==> src/design/cmos_nvram_port_device_assert.svh <==
// ----------------------------------------------------------------------------
// Assertion macros for the CMOS / NVRAM port device
// Shared property templates, clocked and reset-qualified.
// ----------------------------------------------------------------------------
`ifndef CMOS_NVRAM_PORT_DEVICE_ASSERT_SVH
`define CMOS_NVRAM_PORT_DEVICE_ASSERT_SVH

// Same-cycle implication, disabled during reset.
`define CNPD_ASSERT_NOW(label, clk, rst_n, ante, cons, msg) \
    label: assert property (@(posedge clk) disable iff (!rst_n) (ante) |-> (cons)) \
        else $error(msg);

// Next-cycle implication, disabled during reset.
`define CNPD_ASSERT_NEXT(label, clk, rst_n, ante, cons, msg) \
    label: assert property (@(posedge clk) disable iff (!rst_n) (ante) |=> (cons)) \
        else $error(msg);

`endif

==> src/design/cnpd_ram.sv <==
// ----------------------------------------------------------------------------
// cnpd_ram
// Generic single-port synchronous RAM with registered read.
// ----------------------------------------------------------------------------
module cnpd_ram #(
    parameter int WIDTH = 8,
    parameter int DEPTH = 256,
    localparam int AW   = (DEPTH > 1) ? $clog2(DEPTH) : 1
) (
    input  logic             clk,
    input  logic             en,
    input  logic             we,
    input  logic [AW-1:0]    addr,
    input  logic [WIDTH-1:0] din,
    output logic [WIDTH-1:0] dout
);

    logic [WIDTH-1:0] mem [DEPTH];
    logic [WIDTH-1:0] dout_reg;

    always_ff @(posedge clk)
    begin
        if (en)
        begin
            if (we)
            begin
                mem[addr] <= din;
            end
            dout_reg <= mem[addr];
        end
    end

    assign dout = dout_reg;

endmodule

==> config.mk <==
export PLATFORM = sky130hd
export DESIGN_NAME = cnpd_ram
export DESIGN_NICKNAME = d
export VERILOG_FILES = /design/src/design/cmos_nvram_port_device_assert.svh /design/src/design/cnpd_ram.sv
export SDC_FILE = /design/constraint.sdc
export NUM_CORES = 2
export LEC_CHECK = 0
export BUFFER_PORTS_ARGS = -buffer_cell sky130_fd_sc_hd__buf_4
export CORE_MARGIN = 2
export CORE_UTILIZATION = 45
export DETAILED_ROUTE_END_ITERATION = 6
export PLACE_DENSITY = 0.58
export SYNTH_ARGS = -nofsm -noshare
export SYNTH_HDL_FRONTEND = slang
export SYNTH_SLANG_ARGS = --single-unit
==> constraint.sdc <==
create_clock -name clk -period 2.7 [get_ports clk]
set_input_delay 0.135 -clock clk [delete_from_list [all_inputs] [get_ports clk]]
set_output_delay 0.135 -clock clk [all_outputs]
set_load 0.005 [all_outputs]
* Word level (Yosys, flattened, before mapping)
Memories as Yosys holds them, arrays and structs flattened. A register that Yosys moved wholly into a read port is not among the register bits.
Cells that the tools add are included.
** Storage, ports and cells
- Output and inout bits :: 8
- Input port bits :: 19
- RAM bits :: 2048
- Register bits after elaboration :: 0
- Word-level logic and storage cells :: 4
- Memories :: 1
** Cells by class
- Mux-type cells :: 3
** Memory list
- mem :: depth 256, bits a word 8, rd ports 1, clocked after memory_dff 1, write ports 1, RTL line cnpd_ram.sv:18 : logic [WIDTH-1:0] mem [DEPTH];
** Operators by type and width (count)
- $mux 1 :: 3

* Logic depth before layout (Yosys ltp)
- Depth in word-level cells :: 3
- Gate-level depth with buffers :: 9
- Depth with buffers taken out :: 5

* Worst setup path after synthesis
Ideal clock, no wire load.
- Path kind :: in2reg
- Start point :: input addr[0]
- End point :: memory mem[105][0] (enable)
- Path slack :: 305 ps
- Cell stages on the path :: 8
- Data arrival time :: 2025 ps
- Buffers on the path :: 5
- Cell sequence :: clkbuf_1 > buf_4 > buf_4 > buf_2 > nor3b_1 > nand2_1 > clkbuf_1 > nor2_1
** RTL lines
- start, declared :: RTL line cnpd_ram.sv:13 : input logic [AW-1:0] addr,
- end, declared :: RTL line cnpd_ram.sv:18
No word-level cell before the write port.

==> results.toml <==
[yosys]
synth_area_per_cell_um2 = 22.2
ys_seq_area_frac = 0.788
yosys.area.top_type_share = 0.788
netlist_area_mm2 = 0.0784
synth_nets = 3544
synth_top_area_cell = "edfxtp_1"
yosysWarnings = 0
ys_seq_elements = 2056
ys_types = 21
ys_top_cells_by_area = "edfxtp_1, mux4_2, a22oi_1"
postSynthCellCount = 3525

[cts]
clkSinkCount = 2056
worstSkewPairLatency_ns = 0.85
clockBufferDepth = 3
cts_root_buf = "clkbuf_16"
cts_made_buffers = 204
htreeDepth = 4
cts_tree = "done"
cts.reportedPaths.clkPinSlew_ns = 0.06

[worst_setup_path]
critical_path.startpoint_type = "flip-flop"
crit_path_end_kind = "flip-flop"
slowest_stage = "o41ai_1"
critPathArrivalTime_ns = 3.20
cpPeakStageDelay_ns = 0.70
path_max_fanout = 1
worstPathRequired_ns = 3.26
crit_chain = "mux4_2, a22oi_1, a21oi_1, o41ai_1, buf_4, nand4_1"
rr_worst_depth = 6
crit_type = "flip-flop to flip-flop"

[timing]
worstMarginPinSlew_ns = 0.892
setup_violations = 0
fin_ws_ns = 0.0625
clock_skew_ns = 0.0330
slew_violations = 0
min_period_ns = 2.64
grt_setup_unrepaired = "false"
whs_ns = 0.0640
fin_tns_setup_ns = 0
fin_crit_sh = 0.977
max_freq_mhz = 379
finalHoldViolCount = 0
relSlewSlack = 0.405

[grt]
grt_pass1_wl_um = 286000
grt_pass1_vias = 39100
antenna_found_initial = 3
overflow = 0
grt_usage = 0.224
grt_max_degree = 151

[flow_run]
max_cap_violations = 0

[die]
die_x_um = 421
row_count = 153
die_area_mm2 = 0.177
pin_count = 27
fp.dieH_um = 421
coreArea_mm2 = 0.173
start_util = 0.452

[min_path]
hold_path_class = "input port to flip-flop"
holdPathStages = 4

[route]
post-route-drc-count = 0
wl_per_cell_um = 30.0
first_iter_violations = 4352
detail-route-antenna-nets = 0
vias_per_cell = 5.84
vias = 38700
firstDrtPassIters = 5
routed_wl_um = 199000

[place]
port_buffers = 26
gp_congestion = 0.823
placed_cells = 6256
dp_hpwl_um = 125000
place_ws_ns = -0.822

[layout]
fin_util = 0.534
area_delta_synth_final_pct = 18.3
fin_nets = 4165
final_common_cell = "edfxtp_1"
final_cell_mix = "edfxtp_1, buf_4, mux4_2"
fin_cells = 6629
layout-drive-gt1-share = 0.336
largest_reg_flops = 2048

[power_and_ir_drop]
switchingPower_mw = 13.8
internal-power_mw = 51.5
clock_power_share = 0.410
combPwrFrac = 0.050
swShare = 0.211
powerDensity_mw_per_mm2 = 703
vdd_drop_max_uv = 625
p_leak_nw = 29.4
pwr-share-seq = 0.540

[status]
status = "completed"
synthesized netlist by cell type (all sizes together):
| cell | number |
|---|---|
| buf | 82 |
| nor2 | 259 |
| mux4 | 512 |
| or2 | 1 |
| o41ai | 32 |
| nand4 | 8 |
| edfxtp | 2056 |
| and4 | 1 |
| nand3 | 4 |
| nor3b | 2 |
| nand2b | 2 |
| a22oi | 256 |
| nand2 | 30 |
| nor3 | 1 |
| clkbuf | 143 |
| nor2b | 6 |
| and2 | 2 |
| a21oi | 128 |
final cells by class:
cell class | instances | area (µm²)
tap | 2325 | 2910
clock inverter | 108 | 891
antenna | 1 | 2.50
sequential | 2056 | 61700
timing repair buffer | 640 | 6000
fill | 13400 | 80700
clock buffer | 255 | 5360
multi-input combinational | 1244 | 15800
through the flow:
stage / area [µm²] / total power, mW
after CTS: 92700 / 65.7
after global placement: 86300 / 39.2
after floorplan: 78400 / 37.4
after global routing: 92700 / 67.1
final: 92700 / 65.2
after detailed placement: 86300 / 39.2
timing repair:
item                                    4_1_cts  5_1_grt
setup buffers                                 0        0
endpoints found under the setup margin        5        3
hold buffers                                  9        0
endpoints found under the hold margin       885        0
gates resized for setup                       5        4
critical path, delay by kind of cell, from the launching register on:
kind	cells	cell delay, ns
AOI/OAI and AO/OA	3	1.19
muxes	1	0.47
DFF	1	0.37
buffers and inverters	1	0.25
and+or+nand+nor	1	0.09
metal layers:
layer	share of wire	vias up	track usage
li1	-	16200	-
met1	0.42	20800	0.325
met2	0.49	1413	0.356
met3	0.073	244	0.0404
met4	0.022	0	0.0560
met5	0	-	0
cell families after synthesis:
group / Yosys count / share of synthesized area
compound gates: 416 / 0.0363
buf+inv: 225 / 0.0127
flops: 2056 / 0.788
mux: 512 / 0.147
simple gates: 316 / 0.0160
power groups by stage:
stage	sequential, mW	combinational [mW]	clock (mW)
after floorplan	35.9	1.51	0
after global placement	35.9	3.30	0
after detailed placement	35.9	3.33	0
after CTS	35.2	3.35	27.2
after global routing	35.2	3.50	28.4
final	35.2	3.29	26.7
path summary, 6_finish.rpt:
kind / from / slack (ns) / to
setup / recovery: mem[239][0]$_DFFE_PP_ / 0.06 / dout[0]$_DFFE_PP_
hold / removal: addr[4] / 0.06 / mem[241][5]$_DFFE_PP_
setup reg to reg: mem[239][0]$_DFFE_PP_ / 0.06 / dout[0]$_DFFE_PP_
hold reg to reg: mem[157][2]$_DFFE_PP_ / 1.19 / dout[2]$_DFFE_PP_
(Power assumes the default switching activity.)
