`config.mk`:
```
export PLATFORM = sky130hd
export DESIGN_NAME = cnpd_remainder
export DESIGN_NICKNAME = d
export VERILOG_FILES = /design/src/design/cmos_nvram_port_device_assert.svh /design/src/design/cnpd_pkg.sv /design/src/design/cnpd_remainder.sv
export SDC_FILE = /design/constraint.sdc
export NUM_CORES = 1
export LEC_CHECK = 0
export BUFFER_PORTS_ARGS = -buffer_cell sky130_fd_sc_hd__buf_4
export CAP_MARGIN = 20
export CORE_ASPECT_RATIO = 1.4
export CORE_UTILIZATION = 51
export CTS_CLUSTER_DIAMETER = 150
export DETAILED_ROUTE_END_ITERATION = 8
export GPL_TIMING_DRIVEN = 0
export PLACE_DENSITY_LB_ADDON = 0.15
export SLEW_MARGIN = 40
export SYNTH_ARGS = -nofsm -noshare
export SYNTH_HDL_FRONTEND = slang
export SYNTH_SLANG_ARGS = --single-unit
```
`constraint.sdc`:
```
create_clock -name clk -period 3.1 [get_ports clk]
set_clock_uncertainty 0.15 [all_clocks]
set_input_delay 0 -clock clk [delete_from_list [all_inputs] [get_ports clk]]
set_output_delay 0 -clock clk [all_outputs]
set_load 0.02 [all_outputs]
```
`src/design/cmos_nvram_port_device_assert.svh`:
```
// ----------------------------------------------------------------------------
// Assertion macros for the CMOS / NVRAM port device
// Shared property templates, clocked and reset-qualified.
// ----------------------------------------------------------------------------
`ifndef CMOS_NVRAM_PORT_DEVICE_ASSERT_SVH
`define CMOS_NVRAM_PORT_DEVICE_ASSERT_SVH

// Same-cycle implication, disabled during reset.
`define CNPD_ASSERT_NOW(label, clk, rst_n, ante, cons, msg) \
    label: assert property (@(posedge clk) disable iff (!rst_n) (ante) |-> (cons)) \
        else $error(msg);

// Next-cycle implication, disabled during reset.
`define CNPD_ASSERT_NEXT(label, clk, rst_n, ante, cons, msg) \
    label: assert property (@(posedge clk) disable iff (!rst_n) (ante) |=> (cons)) \
        else $error(msg);

`endif

```
`src/design/cnpd_pkg.sv`:
```
// ----------------------------------------------------------------------------
// cnpd_pkg
// Constants shared by the CMOS / NVRAM port device modules.
// ----------------------------------------------------------------------------
package cnpd_pkg;

    localparam int NVRAM_DEPTH_DEF = 8192;
    localparam int EXT_W           = 16;
    localparam int CMOS_DEPTH      = 256;

    // port offsets
    localparam logic [3:0] PORT_INDEX0  = 4'd0;
    localparam logic [3:0] PORT_INDEX1  = 4'd1;
    localparam logic [3:0] PORT_DATA2   = 4'd2;
    localparam logic [3:0] PORT_DATA3   = 4'd3;
    localparam logic [3:0] PORT_EXT_LO  = 4'd4;
    localparam logic [3:0] PORT_EXT_HI  = 4'd5;
    localparam logic [3:0] PORT_NVRAM   = 4'd6;
    localparam logic [3:0] PORT_DATA7   = 4'd7;

    // index values with special meaning
    localparam logic [7:0] IDX_COUNTER  = 8'h80;
    localparam logic [7:0] IDX_ALARM    = 8'h0d;
    localparam logic [7:0] IDX_STATUS   = 8'h0a;
    localparam logic [7:0] IDX_RTC_LAST = 8'h0d;

    localparam logic [7:0] VAL_ALARM    = 8'h80;
    localparam logic [7:0] VAL_STATUS   = 8'h40;

    localparam logic [2:0] UPPER_BUMP_REG = 3'd4;
    localparam logic [7:0] UPPER_BUMP_VAL = 8'h35;

endpackage

```
`src/design/cnpd_remainder.sv`:
```
// ----------------------------------------------------------------------------
// cnpd_remainder
// Remainder of the 16-bit extended index by the NVRAM depth, registered.
// ----------------------------------------------------------------------------
module cnpd_remainder #(
    parameter int DEPTH = cnpd_pkg::NVRAM_DEPTH_DEF,
    localparam int AW   = (DEPTH > 1) ? $clog2(DEPTH) : 1
) (
    input  logic                       clk,
    input  logic                       rst_n,
    input  logic                       start,
    input  logic [cnpd_pkg::EXT_W-1:0] value,
    output logic                       busy,
    output logic [AW-1:0]              rem
);

    localparam int EW = cnpd_pkg::EXT_W;
    localparam int PW = 2 * EW + 1;
    localparam int LG = (DEPTH > 1) ? $clog2(DEPTH) : 0;
    localparam int SH = EW + LG;
    localparam logic [EW:0] DIVISOR = (EW+1)'(DEPTH);
    localparam logic [EW:0] RECIP   = (EW+1)'((64'd1 << SH) / DEPTH);

    logic          busy_reg;
    logic [EW-1:0] value_reg;
    logic [EW-1:0] quot_reg;
    logic [AW-1:0] rem_reg;

    logic [PW-1:0] prod;
    logic [EW-1:0] quot_next;
    logic [PW-1:0] back;
    logic [EW:0]   diff;
    logic [AW-1:0] rem_next;

    // quotient estimate, low by at most one
    always_comb
    begin
        prod      = PW'(value) * PW'(RECIP);
        quot_next = EW'(prod >> SH);
    end

    // remainder with one correction step
    always_comb
    begin
        back = PW'(quot_reg) * PW'(DIVISOR);
        diff = {1'b0, value_reg} - back[EW:0];
        if (diff >= DIVISOR)
        begin
            diff = diff - DIVISOR;
        end
        rem_next = diff[AW-1:0];
    end

    always_ff @(posedge clk or negedge rst_n)
    begin
        if (!rst_n)
        begin
            busy_reg <= 1'b0;
            rem_reg  <= '0;
        end
        else if (start)
        begin
            busy_reg <= 1'b1;
        end
        else if (busy_reg)
        begin
            busy_reg <= 1'b0;
            rem_reg  <= rem_next;
        end
    end

    always_ff @(posedge clk)
    begin
        if (start)
        begin
            value_reg <= value;
            quot_reg  <= quot_next;
        end
    end

    assign busy = busy_reg;
    assign rem  = rem_reg;

endmodule

```
; Word level (Yosys, flattened, before mapping)
; Index checks and enable logic that the tools add are counted.
[word_totals]
register_bits = 33
out_inout_bits = 14
[op_classes]
reduce_logical = 1
n_lt_le_gt_ge = 1
muxes = 2
add_sub_neg = 2
bitwise = 1
[ops]
columns = cell, n
row1 = >= comparator 17 x 14 -> 1 bit (second input constant), 1
row2 = subtractor 16 x 16 -> 17 bit, 1
row3 = two-way mux 13 bit, 1
row4 = subtractor 13 x 1 -> 13 bit (second input constant), 1
row5 = AND reduction 2 bit, 1
row6 = two-way mux 1 bit, 1
row7 = inverter 1 bit, 1

; Logic depth before layout (Yosys ltp)
[logic_depth]
ltp_word = 3
depth_mapped = 3
mapped_depth_nobuf = 2

; Worst setup path after synthesis
; No wires, ideal clock.
[synth_path]
path_kind = register to register
startpoint = register busy_reg, in the netlist busy
endpoint = register rem_reg[10], in the netlist rem[10]
slack_ps = 1714
t_arrival_ps = 1111
path_buffers = 1
path_stages_with_launch = 4
setup_ps = 125
period_less_slack_ps = 1386
path_cell_list = dfrtp_1 nor2b_4 buf_12 mux2_4
[synth_between]
elab_chain_cells = 1
[synth_lines]
columns = element, line
row1 = from (decl), cnpd_remainder.sv:24  ; logic busy_reg;
row2 = from (signal assigned), cnpd_remainder.sv:58  ; busy_reg <= 1'b0;
row3 = from (signal assigned), cnpd_remainder.sv:63  ; busy_reg <= 1'b1;
row4 = from (signal assigned), cnpd_remainder.sv:67  ; busy_reg <= 1'b0;
row5 = AND reduction 2 bit (no source line), -
row6 = to (signal assigned), cnpd_remainder.sv:68  ; rem_reg <= rem_next;
row7 = to (decl), cnpd_remainder.sv:27  ; logic [AW-1:0] rem_reg;
; Every way passes these cells.
; A chain may end at the register's enable or synchronous reset.

; Worst setup path after layout
[layout_path]
startpoint = input start
endpoint = register rem_reg[8], in the netlist rem[8]
[layout_between]
elab_chain_cells = 2
[layout_lines]
columns = element, line
row1 = from (decl), cnpd_remainder.sv:11  ; input logic start,
row2 = inverter 1 bit (no source line), -
row3 = AND reduction 2 bit (no source line), -
; Every way passes these cells.

==> run metrics <==
status finished clean; Synth Instances 42; P per Cell Area 551 nW/um^2; htree depth 1; synthesis-stage register bit count 27; Final ANT Viol Nets 0; part of the power in the clock network 0.192; cell taking the most area after synthesis edfxtp_1; Reg area 741 sq um; Leak 0.614 nW; number of fill cells 108; initial antenna violation count 0; Worst-path clk slew 0.14 ns; die area 2060 sq um; Multi-input gate area 198 sq um; first-pass GRT wire length 2340 um; Die H 53.3 um; CP required 3.16 ns; Slew HR 0.582; crit end category flop; Syn-to-layout area delta 45.2%; Worst Path Max Fanout 15; cell-internal power 0.572 mW; sequential share of power 0.579; Placer Congestion 0.581; Synth top area share 0.407; Final nets 111; commonest cells in the netlist dfrtp_1, edfxtp_1, mux2_4, mux2_2; GRT Total Usage 0.169; Synth Area per Inst 22.8 sq um; 1st-pass router iterations 4; I/O Pins 33; worst skew pair latency 0.31 ns; ANT cells 0; total core area 1760 sq um; Max Freq 0.736 GHz; kind of critical path primary input to flop; drt first-iter violations 6; top_reg_cell synth dfrtp_1; Yosys Warn Count 0; Clock Tree Buf Depth 2; fin. max-slew vios 0; hold slack final 0.237 ns; Post-synth EDFFs 13; arrival time worst endpoint 1.42 ns; Netlist cell types 6; Hold Crit Class primary input to flop; Setup Total Neg Slack 0 ns; share of cells above drive strength 1 0.527; Die X 38.6 um; Hold Vio Cnt, Final 0; Buffers on Ports 29; # rows 18; clock root cell clkbuf_4; synth top area cells edfxtp_1, dfrtp_1, mux2_4; Max Cap Violations 0; sinks on the clock net 27; CTS Buf Count 3; critical path startpoint category primary input; Tmin final 1.36 ns; WL final 1600 um; largest net degree at the start of global routing 17; syn nets 61; worst vdd ir 406 uV; logic gate share of total power 0.230; Final setup viols 0; post_cts resized 0; unrepaired setup endpoints after global routing false; P_sw 0.195 mW; Starting Density 0.546; setup bufs post-CTS 0; Seq/Total Area, Yosys 0.773; grt total ovfl 0; DRC viols 0; Vias 535; routed vias/inst 4.82; Tcrit/Tclk final 0.438; CTS tree built; WL per Instance 14.4 um; number of global-route vias before repair 550; synthesized area 958 sq um; proportion of total power due to net switching 0.254; Worst-Margin Slew 0.626 ns; most numerous cell in the Yosys netlist dfrtp_1; Async SR Flop Fraction 0.519; post-detail-place hpwl 1050 um
layout by cell type, fill, tap and decap left out:
master | Yosys | layout
nor2b_4 | 1 | 1
edfxtp_1 | 13 | 13
buf_4 | 0 | 29
dfrtp_1 | 14 | 14
mux2_2 | 3 | 3
mux2_4 | 10 | 10
clkinvlp_4 | 0 | 1
dlygate4sd3_1 | 0 | 16
clkbuf_4 | 0 | 3
buf_12 | 1 | 1
power groups by stage:
stage | registers (mW) | clock network, mW | logic (mW)
5_1_grt | 0.449 | 0.167 | 0.187
3_3_place_gp | 0.448 | 0 | 0.158
2_1_floorplan | 0.484 | 0 | 0.0482
4_1_cts | 0.443 | 0.154 | 0.177
6_report | 0.444 | 0.147 | 0.176
3_5_place_dp | 0.451 | 0 | 0.161
cell families (layout without fill, tap and decap cells):
logic type / count (synthesis) / in the layout / share of synthesized area
buffers and inverters: 1 / 50 / 0.0209
flip-flops: 27 / 27 / 0.773
AND/OR/NAND/NOR: 1 / 1 / 0.0144
multiplexers: 13 / 13 / 0.192
through the flow:
| stage | power, mW | util | instance area [sq um] | instances | worst slack [ns] |
|---|---|---|---|---|---|
| global placement | 0.606 | 0.684 | 1200 | 91 | 1.82 |
| global route | 0.802 | 0.792 | 1390 | 111 | 1.70 |
| CTS | 0.775 | 0.792 | 1390 | 111 | 1.74 |
| finish | 0.767 | 0.792 | 1390 | 111 | 1.74 |
| floorplan | 0.532 | - | 958 | 42 | 1.71 |
| detailed placement | 0.612 | 0.684 | 1200 | 91 | 1.80 |
metal layers:
layer | vias up | GRT usage | wire (um)
met4 | 0 | 0.0517 | 0
met2 | 19 | 0.308 | 935
met3 | 0 | 0.0294 | 65
met1 | 267 | 0.191 | 601
met5 | - | 0 | 0
li1 | 249 | - | -
critical path, cell delays in order:
cell,delay [ns]
dlygate4sd3_1,0.54
buf_4,0.21
nor2b_4,0.19
buf_12,0.17
mux2_4,0.30
final timing paths:
kind,startpoint,to,slack [ns],cells past startpoint
max,start,rem[8],1.74,5
max reg2reg,busy,rem[8],1.78,3
min reg2reg,value_reg[3],rem[3],0.34,1
max in group asynchronous,rst_n,rem[8],1.79,3
min in group asynchronous,rst_n,rem[3],0.60,3
min,value[9],value_reg[9],0.24,2
what timing repair did:
item	CTS	global route
hold endpoints to repair	41	0
endpoints found under the setup margin	0	0
hold buffers	16	0
final cells by class:
class                      count  share of cell area
multi-input combinational     14               0.142
sequential                    27               0.532
buffer                         1              0.0144
clock buffer                   3              0.0162
timing repair buffer          45               0.272
tap                           20              0.0180
clock inverter                 1             0.00540
No activity file was read; power rests on OpenSTA's default activity.
